--- config.mk ---
export PLATFORM = sky130hd
export DESIGN_NAME = fpe_ram
export DESIGN_NICKNAME = d
export VERILOG_FILES = /design/src/rtl/fpe_ram.sv
export SDC_FILE = /design/constraint.sdc
export NUM_CORES = 1
export LEC_CHECK = 0
export BUFFER_PORTS_ARGS = -buffer_cell sky130_fd_sc_hd__buf_2
export CAP_MARGIN = 20
export CORE_UTILIZATION = 35
export CTS_CLUSTER_DIAMETER = 50
export CTS_CLUSTER_SIZE = 30
export DETAILED_ROUTE_END_ITERATION = 12
export PLACE_DENSITY_LB_ADDON = 0.25
export SLEW_MARGIN = 40
export SYNTH_ARGS = -nofsm -noshare
export SYNTH_HDL_FRONTEND = slang
export SYNTH_SLANG_ARGS = --single-unit
--- constraint.sdc ---
create_clock -name clk -period 1.8 [get_ports clk]
set_input_delay 0.36 -clock clk [delete_from_list [all_inputs] [get_ports clk]]
set_output_delay 0.36 -clock clk [all_outputs]
set_load 0.05 [all_outputs]
--- src/rtl/fpe_ram.sv ---
// Generic single-port-write, single-port-read RAM with a registered read.
// Used for both stacks and the byte memory. No dependencies.
`default_nettype none

module fpe_ram #(
    parameter int WIDTH = 8,
    parameter int DEPTH = 16
) (
    input  wire logic                     clk,
    input  wire logic                     we,
    input  wire logic [$clog2(DEPTH)-1:0] waddr,
    input  wire logic [WIDTH-1:0]         wdata,
    input  wire logic                     re,
    input  wire logic [$clog2(DEPTH)-1:0] raddr,
    output logic      [WIDTH-1:0]         rdata
);

    logic [WIDTH-1:0] mem [DEPTH];
    logic [WIDTH-1:0] rdata_reg;

    // Write port and registered read port; read data holds between reads.
    always_ff @(posedge clk) begin
        if (we) begin
            mem[waddr] <= wdata;
        end
        if (re) begin
            rdata_reg <= mem[raddr];
        end
    end

    assign rdata = rdata_reg;

endmodule

`default_nettype wire

# After elaboration in Yosys (flattened, before gate mapping)
# Memories as Yosys holds them, arrays and structs flattened. A register that Yosys moved wholly into a read port is not among the register bits.
# Cells that the tools add are included.
[classes] n_addsub=0 reduce_logical=0 n_bitwise=0 div_mod_pow=0 n_mul=0 n_shift=0 order_cmp=0 n_mux=2 n_eq_ne=0
[op_table] cell="two-way mux 1 bit" n=2
[word_totals] latch_bits=0 ramBits=128 register_bits=0 input_bits=19 n_memories=1 rom_bits=0 word_cells=3
[mem_list] memory="mem" depth=16 word_bits=8 read_ports=1 rd_clocked_by_memory_dff=1 write_ports=1 line_no="18" text="logic [WIDTH-1:0] mem [DEPTH];"

# Longest topological paths before layout
[logic_depth] ltp_word=2 mapped_depth=5

# Worst setup path after synthesis
# Ideal clock, no wire load.
[synth_timing] kind="input to register" from="input port waddr[2]" to="memory mem[0][0] (enable)" cell_stages=2 path_slack_ns=-0.053 path_buffers=0 setup_time_ns=0.383 arrival_time_ns=1.470 cell_sequence="or3b_2 > nor3_1"
[synth_rtl] element="from (decl)" line_no="11" text="input wire logic [$clog2(DEPTH)-1:0] waddr,"
[synth_rtl] element="to (decl)" line_no="18"
# No word-level cell before the write port.

==> results.md <==
- Detailed Route Iter0 Violations: 219
- Share of synthesized area occupied by flip-flops and latches: about 78%
- Clock Tree Root: clkbuf_16
- Startpoint-to-endpoint class of the critical path: reg2reg
- Initial antenna violation count: 0
- Total power divided by cell area: 1150 mW/mm^2
- Total overflow reported by the global router: 0
- Ys flop type: edfxtp_1
- Average via count per standard cell: 5.12
- Count of hold buffers inserted by post-cts repair: 0
- Number of nets in the synthesized netlist: 248
- Critical Path RT: 1.95 ns
- Top cells by area in the synthesized netlist: edfxtp_1 78%, mux4_2 7.8%, mux4_1 7.0%
- Number of levels the H-tree was split into: 4
- Unrepaired setup endpoints after global routing: false
- Die boundary width: ~120 um
- Total die area: around 0.015 sq mm
- Detailed-router iteration count before antenna repair: 4
- DPL Wire Length: around 6700 um
- Number of buffers added by the clock tree synthesis step: 17
- Net count, final: ~310
- Share of cells above drive strength 1: 31.4%
- Number of enable flip-flop cells after synthesis: 136
- Syn Area/Cell: 22.8 sq um
- Final Hold Fails: 0
- Die Height: 124 um
- Biggest fanout along the worst timing path: 1
- Final antenna-violating net count: 0
- CTS tree: done
- Vias in the first global route: 2559
- # rows: 44
- Most common cell in the netlist: edfxtp_1
- Fraction of post-synthesis cell area in the top cell type by area: 78.1%
- Type of the tightest min-delay check: in2reg
- Worst Reg2Reg Path Length in Cells: 3
- Pin count of the biggest net entering global routing: 27
- Leakage power total: 2.14 nW
- GRT Util Overall: 14.6%
- Slew at the pin closest to its max-slew limit: 0.780 ns
- Post-Route Utilization: 43.6%
- Flip-flop count of the largest register, all copies and words added: 128
- Routed wire length: around 10000 um
- Total standard cell area after synthesis: 0.00523 sq mm
- Yosys warnings: 0
- Kind of launch point of the worst setup path: register
- Wire per inst: 21.4 um
- Async S/R FF share, synth: 0%
- Setup Fix Bufs, Post-CTS: 0
- Core region area: 0.0145 sq mm
- Status: completed
- Portion of the clock cycle consumed by the worst path in the final layout: 87.8%
- Endpoint class of the critical path: register
- Antenna diode count: 0
- Slew headroom: 47.8%
- Maximum clock skew at final layout: 0.00788 ns
- I/O pin count: 27
- IR Drop Worst-Case VDD: 0.000694 V
- Count of final setup violators: 0
- Top cell type by total area after synthesis: edfxtp_1
- Number of max-slew violations in the final report: 0
- Post-route non-filler standard cell count: a little under 500
- Worst-Skew Late Latency: ~0.4 ns
- Routability cong.: 0.690
- Count of input and output buffers: 26
- Flip-flop and latch count after synthesis: 136
- Data arrival time of the critical path: 1.73 ns
- Cells after DPL: 455
- # Max-Cap Violations: 0
- Most numerous cell types in the synthesized netlist: 136 x edfxtp_1, 18 x mux4_2, 16 x a22oi_1
- DRC violations left: 0
- Final Critical Period: 1.58 ns
- Gate count of the mapped netlist: 229
- Count of instances resized after the clock tree is built: 0
- Maximum clock frequency: ~0.63 GHz
- WHS Path Cells: 1
- Maximum buffer depth of the clock tree: 2
- Clock-pin transition on the worst setup and hold timing paths: 0.05 ns
- Initial Utilization: 36.0%
- Area growth from synthesis to final layout: 21.1%
- Count of cell types in the netlist: 18
- Clk sinks: 136
- Global-route wire length before repair: 16000 um
- Routed via count: 2494
worst paths after layout:
kind | startpoint | to | slack, ns
setup reg to reg | mem[2][6] | rdata[6] | 0.22
hold reg to reg | mem[4][1] | rdata[1] | 0.74
hold / removal | re | rdata[6] | 0.32
setup / recovery | mem[2][6] | rdata[6] | 0.22
placed cells by master, fill, tap and decap left out, drive strengths merged, types with 2 or more instances in the layout:
master	count
edfxtp	136
buf	52
mux4	32
clkbuf	18
a22oi	16
nor2	13
clkinv	10
nand2	9
nor3	4
bufinv	3
nand3b	2
nand2b	2
layout make-up:
cell class	count	area, sq um
clock inverter	14	138
multi-input combinational	83	1060
fill	1266	8200
sequential	136	4080
clock buffer	18	429
timing repair buffer	52	388
tap	184	230
stage by stage:
stage                     hold slack (ns)  setup WS [ns]  setup TNS (ns)  cell area, sq um  total power [mW]
after floorplan                     0.459          0.158               0              5230              3.88
after global placement              0.736         -0.203          -0.946              5760              4.06
after detailed placement            0.737         -0.209          -0.940              5760              4.06
after CTS                           0.314          0.234               0              6330              7.38
after global routing                0.311          0.193               0              6330              7.53
final                               0.322          0.220               0              6330              7.31
logic make-up after synthesis:
kind of cell           share of synthesized area (%)
AOI/OAI and AO/OA                               2.30
and+or+nand+nor                                 3.14
DFF                                             78.1
buffers and inverters                           1.65
muxes                                           14.8
critical path: stages (launching register included):
cell,delay (ns)
edfxtp_1,0.37
mux4_2,0.46
a22oi_1,0.37
nand2_1,0.11
metal layers:
layer  wire length [um]  track usage (%)  up-vias
met4                177             6.38        0
met3                435             4.18       15
li1                   -                -     1105
met2               4870             21.6       64
met5                  0                0        -
met1               4940             20.2     1310
where the power goes:
part / internal (mW) / switching, mW
logic: 0.158 / 0.243
registers: 3.57 / 0.0183
clock network: 2.13 / 1.19
(Power assumes the default switching activity.)
